**config.mk**
```make
export PLATFORM = sky130hd
export DESIGN_NAME = login_lockout_backoff_table
export DESIGN_NICKNAME = d
export VERILOG_FILES = /design/src/hdl/llbt_pkg.sv /design/src/hdl/login_lockout_backoff_table.sv
export SDC_FILE = /design/constraint.sdc
export NUM_CORES = 2
export LEC_CHECK = 0
export BUFFER_PORTS_ARGS = -buffer_cell sky130_fd_sc_hd__buf_4
export CORE_MARGIN = 1
export CORE_UTILIZATION = 47
export CTS_BUF_LIST = sky130_fd_sc_hd__clkbuf_8
export DETAILED_ROUTE_END_ITERATION = 16
export PLACE_DENSITY = 0.62
export SLEW_MARGIN = 20
export SYNTH_ARGS = -nofsm -noshare
export SYNTH_HDL_FRONTEND = slang
export SYNTH_SLANG_ARGS = --single-unit
```
**constraint.sdc**
```tcl
create_clock -name clk -period 13.85 [get_ports clk]
set_input_delay 2.0775 -clock clk [delete_from_list [all_inputs] [get_ports clk]]
set_output_delay 2.0775 -clock clk [all_outputs]
set_load 0.02 [all_outputs]
```
**src/hdl/llbt_pkg.sv**
```systemverilog
// Shared types and constants for the login lockout backoff table.
// No dependencies; used by login_lockout_backoff_table.
`default_nettype none

package llbt_pkg;

  // Field widths
  localparam int KIND_W  = 2;
  localparam int KEY_W   = 32;
  localparam int TIME_W  = 48;
  localparam int CNT_W   = 8;
  localparam int BASE_W  = 20;
  localparam int REM_W   = 5;
  localparam int CFG_IDX_W = 1;

  typedef logic [KIND_W-1:0] kind_t;
  typedef logic [KEY_W-1:0]  key_t;
  typedef logic [TIME_W-1:0] stamp_t;
  typedef logic [CNT_W-1:0]  count_t;
  typedef logic [BASE_W-1:0] base_t;
  typedef logic [REM_W-1:0]  removed_t;

  // Operation codes
  localparam kind_t KIND_QUERY   = 2'd0;
  localparam kind_t KIND_FAILURE = 2'd1;
  localparam kind_t KIND_SUCCESS = 2'd2;
  localparam kind_t KIND_CLEANUP = 2'd3;

  // Configuration register indexes
  localparam logic [CFG_IDX_W-1:0] REG_MAX_ATTEMPTS = 1'd0;
  localparam logic [CFG_IDX_W-1:0] REG_BASE_LOCKOUT = 1'd1;

  // Reset values of the configuration registers
  localparam count_t MAX_ATTEMPTS_RST = 8'd5;
  localparam base_t  BASE_LOCKOUT_RST = 20'd30;

  // Saturation limits
  localparam count_t COUNT_MAX = 8'd255;

endpackage

`default_nettype wire

```
**src/hdl/login_lockout_backoff_table.sv**
```systemverilog
// Login lockout table with exponential backoff: top level and only module.
// Depends on llbt_pkg (types, op codes, register indexes).
//
//   Channel   Ports                                         Handshake
//   --------  --------------------------------------------  ------------------------
//   command   start, busy, in_kind/in_user_key/...          start && !busy
//   result    out_valid, out_allowed/out_dropped/...        out_valid, one cycle
//   config    cfg_valid, cfg_ready, cfg_index, cfg_data     cfg_valid && cfg_ready
//
// Each command walks the whole table through one shared key/expiry compare,
// one entry per cycle from a registered memory read; after the walk a query,
// success or cleanup goes straight to the result strobe, while a failure
// that gets an entry adds a count step and a write-back with one 49-bit add
// for the expiry. A new command is taken in the strobe cycle.
// Reset (synchronous, rst_n low) empties the table at once through per-entry
// valid flops and restores the register defaults. The receiver cannot stall.
`default_nettype none

module login_lockout_backoff_table #(
  parameter int TABLE_ENTRIES = 16,
  parameter int MAX_SHIFT     = 6
) (
  input  wire                            clk,
  input  wire                            rst_n,
  // command channel
  input  wire                            start,
  output logic                           busy,
  input  wire  [llbt_pkg::KIND_W-1:0]    in_kind,
  input  wire  [llbt_pkg::KEY_W-1:0]     in_user_key,
  input  wire  [llbt_pkg::TIME_W-1:0]    in_current_time,
  // result channel
  output logic                           out_valid,
  output logic                           out_allowed,
  output logic                           out_dropped,
  output logic [llbt_pkg::REM_W-1:0]     out_removed_count,
  // configuration channel
  input  wire                            cfg_valid,
  output logic                           cfg_ready,
  input  wire  [llbt_pkg::CFG_IDX_W-1:0] cfg_index,
  input  wire  [llbt_pkg::BASE_W-1:0]    cfg_data
);

  localparam int IDX_W = (TABLE_ENTRIES > 1) ? $clog2(TABLE_ENTRIES) : 1;
  localparam int SH_W  = (MAX_SHIFT > 0) ? $clog2(MAX_SHIFT + 1) : 1;
  localparam int DUR_W = llbt_pkg::BASE_W + MAX_SHIFT;
  localparam int SUM_W = llbt_pkg::TIME_W + 1;
  localparam logic [IDX_W-1:0] LAST_IDX = IDX_W'(TABLE_ENTRIES - 1);

  // Sequencer states
  localparam logic [2:0] S_IDLE  = 3'd0;
  localparam logic [2:0] S_SCAN  = 3'd1;
  localparam logic [2:0] S_LOCK  = 3'd2;
  localparam logic [2:0] S_WRITE = 3'd3;
  localparam logic [2:0] S_DONE  = 3'd4;

  // Control registers
  logic [2:0]               state_r, state_nxt;
  logic [IDX_W-1:0]         idx_r, idx_nxt;
  logic                     issue_r, issue_nxt;
  logic                     cmp_en_r, cmp_en_nxt;
  logic [IDX_W-1:0]         cmp_idx_r, cmp_idx_nxt;
  logic                     hit_r, hit_nxt;
  logic                     hit_le_r, hit_le_nxt;
  logic [IDX_W-1:0]         hit_idx_r, hit_idx_nxt;
  logic                     free_r, free_nxt;
  logic [IDX_W-1:0]         free_idx_r, free_idx_nxt;
  logic [TABLE_ENTRIES-1:0] valid_r, valid_nxt;
  logic                     out_valid_r, out_valid_nxt;
  logic [llbt_pkg::CNT_W-1:0] max_att_r;
  logic [llbt_pkg::BASE_W-1:0] base_lock_r;

  // Payload registers
  llbt_pkg::kind_t    kind_r, kind_nxt;
  llbt_pkg::key_t     key_r, key_nxt;
  llbt_pkg::stamp_t   now_r, now_nxt;
  llbt_pkg::count_t   hit_fail_r, hit_fail_nxt;
  llbt_pkg::count_t   cnt_r, cnt_nxt;
  logic               lock_r, lock_nxt;
  logic [SH_W-1:0]    shift_r, shift_nxt;
  logic [IDX_W-1:0]   tgt_idx_r, tgt_idx_nxt;
  logic               allowed_r, allowed_nxt;
  logic               dropped_r, dropped_nxt;
  llbt_pkg::removed_t removed_r, removed_nxt;

  // Table memories and registered read data
  llbt_pkg::key_t   mem_key  [TABLE_ENTRIES];
  llbt_pkg::count_t mem_fail [TABLE_ENTRIES];
  llbt_pkg::stamp_t mem_exp  [TABLE_ENTRIES];
  llbt_pkg::key_t   rd_key_r;
  llbt_pkg::count_t rd_fail_r;
  llbt_pkg::stamp_t rd_exp_r;

  // Memory write controls
  logic               mem_we;
  logic               exp_we;
  llbt_pkg::stamp_t   exp_wdata;

  // Shared compare and datapath terms
  logic               entry_valid;
  logic               exp_le;
  logic               key_eq;
  llbt_pkg::count_t   base_cnt;
  llbt_pkg::count_t   cnt_inc;
  llbt_pkg::count_t   excess;
  logic [DUR_W-1:0]   dur;
  logic [SUM_W-1:0]   sum;
  llbt_pkg::stamp_t   sum_sat;

  assign busy              = (state_r != S_IDLE);
  assign cfg_ready         = 1'b1;
  assign out_valid         = out_valid_r;
  assign out_allowed       = allowed_r;
  assign out_dropped       = dropped_r;
  assign out_removed_count = removed_r;

  // Shared compare unit over the entry just read
  assign entry_valid = valid_r[cmp_idx_r];
  assign exp_le      = (rd_exp_r <= now_r);
  assign key_eq      = (rd_key_r == key_r);

  // Failure count and backoff arithmetic
  assign base_cnt = hit_r ? hit_fail_r : '0;
  assign cnt_inc  = (base_cnt == llbt_pkg::COUNT_MAX) ? base_cnt : base_cnt + 8'd1;
  assign excess   = cnt_inc - max_att_r;
  assign dur      = DUR_W'(base_lock_r) << shift_r;
  assign sum      = {1'b0, now_r} + SUM_W'(dur);
  assign sum_sat  = sum[SUM_W-1] ? '1 : sum[llbt_pkg::TIME_W-1:0];

  // Sequencer next state
  always_comb begin
    state_nxt     = state_r;
    idx_nxt       = idx_r;
    issue_nxt     = issue_r;
    cmp_en_nxt    = 1'b0;
    cmp_idx_nxt   = idx_r;
    hit_nxt       = hit_r;
    hit_le_nxt    = hit_le_r;
    hit_idx_nxt   = hit_idx_r;
    hit_fail_nxt  = hit_fail_r;
    free_nxt      = free_r;
    free_idx_nxt  = free_idx_r;
    valid_nxt     = valid_r;
    out_valid_nxt = 1'b0;
    kind_nxt      = kind_r;
    key_nxt       = key_r;
    now_nxt       = now_r;
    cnt_nxt       = cnt_r;
    lock_nxt      = lock_r;
    shift_nxt     = shift_r;
    tgt_idx_nxt   = tgt_idx_r;
    allowed_nxt   = allowed_r;
    dropped_nxt   = dropped_r;
    removed_nxt   = removed_r;
    mem_we        = 1'b0;
    exp_we        = 1'b0;
    exp_wdata     = sum_sat;

    case (state_r)
      S_IDLE: begin
        if (start) begin
          kind_nxt    = in_kind;
          key_nxt     = in_user_key;
          now_nxt     = in_current_time;
          idx_nxt     = '0;
          issue_nxt   = 1'b1;
          hit_nxt     = 1'b0;
          free_nxt    = 1'b0;
          allowed_nxt = 1'b0;
          dropped_nxt = 1'b0;
          removed_nxt = '0;
          state_nxt   = S_SCAN;
        end
      end

      S_SCAN: begin
        // issue one read per cycle
        if (issue_r) begin
          cmp_en_nxt = 1'b1;
          if (idx_r == LAST_IDX) begin
            issue_nxt = 1'b0;
          end else begin
            idx_nxt = idx_r + 1'b1;
          end
        end
        // evaluate the entry read last cycle
        if (cmp_en_r) begin
          if (kind_r == llbt_pkg::KIND_CLEANUP) begin
            if (entry_valid && (rd_exp_r != '0) && exp_le) begin
              valid_nxt[cmp_idx_r] = 1'b0;
              if (removed_r != '1) begin
                removed_nxt = removed_r + 1'b1;
              end
            end
          end else begin
            if (entry_valid && key_eq && !hit_r) begin
              hit_nxt      = 1'b1;
              hit_idx_nxt  = cmp_idx_r;
              hit_fail_nxt = rd_fail_r;
              hit_le_nxt   = exp_le;
            end
            if (!entry_valid && !free_r) begin
              free_nxt     = 1'b1;
              free_idx_nxt = cmp_idx_r;
            end
          end
        end
        // walk finished: settle the operation
        if (!issue_r && !cmp_en_r) begin
          state_nxt = S_DONE;
          case (kind_r)
            llbt_pkg::KIND_QUERY: begin
              allowed_nxt = !hit_r || hit_le_r;
            end
            llbt_pkg::KIND_FAILURE: begin
              if (!hit_r && !free_r) begin
                dropped_nxt = 1'b1;
              end else begin
                tgt_idx_nxt = hit_r ? hit_idx_r : free_idx_r;
                state_nxt   = S_LOCK;
              end
            end
            llbt_pkg::KIND_SUCCESS: begin
              if (hit_r) begin
                valid_nxt[hit_idx_r] = 1'b0;
                removed_nxt          = llbt_pkg::removed_t'(1);
              end
            end
            default: begin
            end
          endcase
        end
      end

      // count the failure and pick the backoff shift
      S_LOCK: begin
        cnt_nxt   = cnt_inc;
        lock_nxt  = (cnt_inc >= max_att_r);
        shift_nxt = (excess < llbt_pkg::count_t'(MAX_SHIFT)) ? SH_W'(excess)
                                                              : SH_W'(MAX_SHIFT);
        state_nxt = S_WRITE;
      end

      // write the entry back; a new entry without lockout gets expiry 0
      S_WRITE: begin
        mem_we                 = 1'b1;
        valid_nxt[tgt_idx_r]   = 1'b1;
        if (lock_r) begin
          exp_we    = 1'b1;
          exp_wdata = sum_sat;
        end else if (!hit_r) begin
          exp_we    = 1'b1;
          exp_wdata = '0;
        end
        state_nxt = S_DONE;
      end

      S_DONE: begin
        out_valid_nxt = 1'b1;
        state_nxt     = S_IDLE;
      end

      default: begin
        state_nxt = S_IDLE;
      end
    endcase
  end

  // Control registers
  always_ff @(posedge clk) begin
    if (!rst_n) begin
      state_r     <= S_IDLE;
      idx_r       <= '0;
      issue_r     <= 1'b0;
      cmp_en_r    <= 1'b0;
      cmp_idx_r   <= '0;
      hit_r       <= 1'b0;
      hit_le_r    <= 1'b0;
      hit_idx_r   <= '0;
      free_r      <= 1'b0;
      free_idx_r  <= '0;
      valid_r     <= '0;
      out_valid_r <= 1'b0;
      allowed_r   <= 1'b0;
      dropped_r   <= 1'b0;
      removed_r   <= '0;
      max_att_r   <= llbt_pkg::MAX_ATTEMPTS_RST;
      base_lock_r <= llbt_pkg::BASE_LOCKOUT_RST;
    end else begin
      state_r     <= state_nxt;
      idx_r       <= idx_nxt;
      issue_r     <= issue_nxt;
      cmp_en_r    <= cmp_en_nxt;
      cmp_idx_r   <= cmp_idx_nxt;
      hit_r       <= hit_nxt;
      hit_le_r    <= hit_le_nxt;
      hit_idx_r   <= hit_idx_nxt;
      free_r      <= free_nxt;
      free_idx_r  <= free_idx_nxt;
      valid_r     <= valid_nxt;
      out_valid_r <= out_valid_nxt;
      allowed_r   <= allowed_nxt;
      dropped_r   <= dropped_nxt;
      removed_r   <= removed_nxt;
      // configuration transaction
      if (cfg_valid && cfg_ready) begin
        case (cfg_index)
          llbt_pkg::REG_MAX_ATTEMPTS: max_att_r   <= cfg_data[llbt_pkg::CNT_W-1:0];
          llbt_pkg::REG_BASE_LOCKOUT: base_lock_r <= cfg_data;
          default: begin
          end
        endcase
      end
    end
  end

  // Payload registers
  always_ff @(posedge clk) begin
    kind_r     <= kind_nxt;
    key_r      <= key_nxt;
    now_r      <= now_nxt;
    hit_fail_r <= hit_fail_nxt;
    cnt_r      <= cnt_nxt;
    lock_r     <= lock_nxt;
    shift_r    <= shift_nxt;
    tgt_idx_r  <= tgt_idx_nxt;
  end

  // Table memories: one write port, one registered read port
  always_ff @(posedge clk) begin
    if (mem_we) begin
      mem_key[tgt_idx_r]  <= key_r;
      mem_fail[tgt_idx_r] <= cnt_r;
    end
    if (exp_we) begin
      mem_exp[tgt_idx_r] <= exp_wdata;
    end
    rd_key_r  <= mem_key[idx_r];
    rd_fail_r <= mem_fail[idx_r];
    rd_exp_r  <= mem_exp[idx_r];
  end

  // Assertions
  a_strobe_after_done: assert property (@(posedge clk) disable iff (!rst_n)
    out_valid_r |-> $past(state_r == S_DONE))
    else $error("result strobe without a finished command");

  a_strobe_idle: assert property (@(posedge clk) disable iff (!rst_n)
    out_valid_r |-> !busy)
    else $error("result strobe while sequencer busy");

  a_drop_only_failure: assert property (@(posedge clk) disable iff (!rst_n)
    (out_valid_r && out_dropped) |-> (kind_r == llbt_pkg::KIND_FAILURE))
    else $error("drop flagged for a command other than failure");

  a_allow_only_query: assert property (@(posedge clk) disable iff (!rst_n)
    (out_valid_r && out_allowed) |-> (kind_r == llbt_pkg::KIND_QUERY))
    else $error("allowed set for a command other than query");

  a_removed_kinds: assert property (@(posedge clk) disable iff (!rst_n)
    (out_valid_r && (out_removed_count != '0)) |->
      ((kind_r == llbt_pkg::KIND_CLEANUP) ||
       ((kind_r == llbt_pkg::KIND_SUCCESS) && (out_removed_count == 5'd1))))
    else $error("removal count inconsistent with command");

endmodule

`default_nettype wire

```
==> metrics.txt <==
status finished, final reports clean; DR iter-0 viols 3498; initial antenna violation count 3; max-capacitance violation count 0; Storage cell area 48800 um^2; clock skew 64.2 ps; Layout fillers 10800; maximum root-to-sink buffer count 4; via count 33800; Root Driver clkbuf_8; WL final 161000 um; Seq/Total Area, Yosys 73.6%; Nets 3857; Slew headroom 24.1%; post-CTS setup buffers 0; vias in the first global route 34200; Hold Path Class reg -> reg; final-report hold violation count 0; RSZ-0062 raised after global routing false; net switching power 0.00224 W; I/O pin cnt 117; Sw Ratio 21.8%; share of layout cells above drive strength 1 28.2%; Synthesis Warnings 0; Peak Freq 0.168 GHz; predominant post-synthesis flop cell edfxtp_1; Worst-Margin Slew 1140 ps; post_cts resized 0; Post-synth EDFFs 1514; Syn Std Cell Area 66200 um^2; clk slew on worst S/H paths 60 ps; Power Density 137 nW/um^2; endpoint class of the critical path register; final setup fails 0; clk sink count 1678; peak supply drop 65.7 uV; DR vias/cell 5.88; GR Util All Layers 23.0%; CTS Buf Count 289; Routed Antenna Nets 0; # DRC 0; worst r2r src shift_r[0]; worst-skew pair later-pin latency 980 ps; largest net degree at the start of global routing 142; Req. time, crit path 14470 ps; Synth Instances 3338; Clock power frac 40.8%; total negative slack 0 ps; min cycle time layout 5960 ps; hold_sp rd_fail_r[4]; average cell area after synthesis 19.8 um^2; Yosys cell types 71; first-pass GRT wire length 234000 um; max-slew violations 0; crit start category register; register bit total from synthesis 1678; Crit Path Category reg -> reg; footprint of the multi-input gates 16800 um^2; Mapped Nets 3532; Seq pwr share 55.2%; Buffers on Ports 115; FP Rows 137; Placer Congestion 0.854; Gate power share 4.0%; Max H-tree Level 5; FFs w/ async S/R, synth 0%; internal power 0.00802 W; Syn-to-layout area delta 13.4%; First-pass DRT Iterations 6; Starting Density 47.4%; critical path fanouts, max 41; Die Ht 377 um; Core Area 140000 um^2; Worst Hold Slack 388 ps; Hold-fix buffers, CTS 0; crit path from shift_r[0]; global route total overflow 0; DP HPWL 84300 um; CTS tree done; die width 377 um; drt wl/cell 28.1 um; CP arrival 6580 ps; Tcrit/Tclk final 43.0%; Pleak 24.1 nW; die area 142000 um^2
==> final cells by class <==
type / instances / area share (%)
antenna: 2 / 0.00667
clock buffer: 315 / 5.78
clock inverter: 182 / 1.32
inverter: 81 / 0.408
multi-input combinational: 1421 / 22.4
sequential: 1678 / 65.0
tap: 1876 / 3.13
timing repair buffer: 192 / 2.00
==> flip-flops by register name (all words and copies together), names as in the netlist, 8 cells and up <==
| signal | cells |
|---|---|
| base_lock_r | 20 |
| cnt_r | 8 |
| hit_fail_r | 8 |
| key_r | 32 |
| max_att_r | 8 |
| mem_exp | 768 |
| mem_fail | 128 |
| mem_key | 512 |
| now_r | 48 |
| rd_exp_r | 48 |
| rd_fail_r | 8 |
| rd_key_r | 32 |
| valid_r | 16 |
==> worst max-delay path, cell delays in order, from the launching register on <==
cell and delay [ps]:
edfxtp_1 890, mux2_2 460, mux4_2 470, ha_1 380
o21ai_0 120, a32oi_1 220, o311ai_2 220, o211ai_2 280
a221o_1 200, buf_4 270, nand3_4 820, a21oi_1 1190
==> synthesized netlist by cell type, types with 3 or more instances <==
library cell | n | area share (%)
or3_1 | 5 | 0.047
buf_2 | 11 | 0.083
o21ai_0 | 46 | 0.35
a31oi_1 | 12 | 0.11
xnor2_1 | 44 | 0.58
and2_1 | 13 | 0.12
xor2_1 | 36 | 0.48
ha_1 | 85 | 1.6
a41o_1 | 3 | 0.045
nor4_1 | 24 | 0.23
a311oi_1 | 5 | 0.066
o211ai_1 | 16 | 0.18
and3_1 | 25 | 0.24
or2_2 | 7 | 0.066
mux2_2 | 20 | 0.34
nand2b_1 | 12 | 0.11
o21bai_1 | 9 | 0.10
dfxtp_1 | 164 | 5.0
a21oi_1 | 124 | 0.94
nand2_1 | 147 | 0.83
a21boi_0 | 22 | 0.25
nand3_1 | 41 | 0.31
mux4_2 | 452 | 15
nand3b_1 | 3 | 0.034
o2bb2ai_1 | 3 | 0.040
mux2i_1 | 12 | 0.18
nor2b_1 | 10 | 0.094
clkbuf_1 | 94 | 0.53
nand4_1 | 29 | 0.27
nor3b_1 | 8 | 0.091
o22ai_1 | 12 | 0.11
nor3_1 | 37 | 0.28
o31ai_1 | 6 | 0.068
o21a_1 | 7 | 0.079
and4_1 | 9 | 0.12
a211oi_1 | 6 | 0.068
edfxtp_1 | 1514 | 69
buf_1 | 50 | 0.28
a21o_1 | 13 | 0.15
inv_1 | 78 | 0.44
nor2_1 | 81 | 0.46
==> cell families (layout without fill, tap and decap cells) <==
family,after synthesis,in the layout,share of synthesized area (%)
AOI/OAI and AO/OA,313,313,2.96
xor gates and xnor gates,80,80,1.06
adders and majority gates,87,87,1.67
buffers and inverters,239,770,1.39
DFF,1678,1678,73.6
muxes,484,484,15.9
other,1,3,0.00566
and+or+nand+nor,456,456,3.39
==> metrics by stage <==
stage	setup WS (ps)	cell area, um^2	instances	power [W]	util [%]
floorplan	7410	66200	3338	0.00602	-
global placement	7920	69700	5247	0.00617	49.9
detailed placement	7800	69700	5247	0.00618	49.9
CTS	7830	75000	5744	0.0104	53.7
global route	7560	75100	5746	0.0106	53.7
finish	7890	75100	5747	0.0103	53.7
==> layout by cell type, fill, tap and decap left out, types with 16 or more instances in the layout <==
| cell type | instances |
|---|---|
| clkbuf_8 | 315 |
| nor3_1 | 20 |
| o211ai_1 | 16 |
| mux2_2 | 20 |
| inv_1 | 167 |
| and3_1 | 25 |
| nor2_1 | 70 |
| dfxtp_1 | 160 |
| clkinv_2 | 31 |
| nor3_2 | 17 |
| mux4_2 | 452 |
| xnor2_1 | 44 |
| nand4_1 | 29 |
| nand3_1 | 40 |
| a21oi_1 | 114 |
| o21ai_0 | 46 |
| a21boi_0 | 22 |
| nor4_1 | 19 |
| xor2_1 | 36 |
| ha_1 | 85 |
| clkinv_1 | 45 |
| nand2_1 | 147 |
| buf_4 | 187 |
| edfxtp_1 | 1514 |
==> path summary, 6_finish.rpt <==
kind / to / depth (start not counted) / slack, ps
worst max-delay path: mem_exp[5][15] / 11 / 7890
worst min-delay path: hit_fail_r[4] / 0 / 390
worst max register to register: mem_exp[5][15] / 11 / 7890
worst min register to register: hit_fail_r[4] / 0 / 390
==> power groups by stage <==
stage	Combinational, W	Sequential, W	Clock [W]
after floorplan	0.000275	0.00574	0
after global placement	0.000400	0.00577	0
after detailed placement	0.000407	0.00577	0
after CTS	0.000409	0.00567	0.00429
after global routing	0.000448	0.00567	0.00450
final	0.000407	0.00567	0.00419
==> layer usage <==
layer  track usage, %  part of all wire, %  vias to the layer above
li1                 -                    -                    14400
met1             33.0                   43                    17900
met2             35.4                   47                     1267
met3             5.32                  7.5                      249
met4             6.30                  2.1                        2
met5                0               0.0081                        -
No activity file was read; power rests on OpenSTA's default activity.
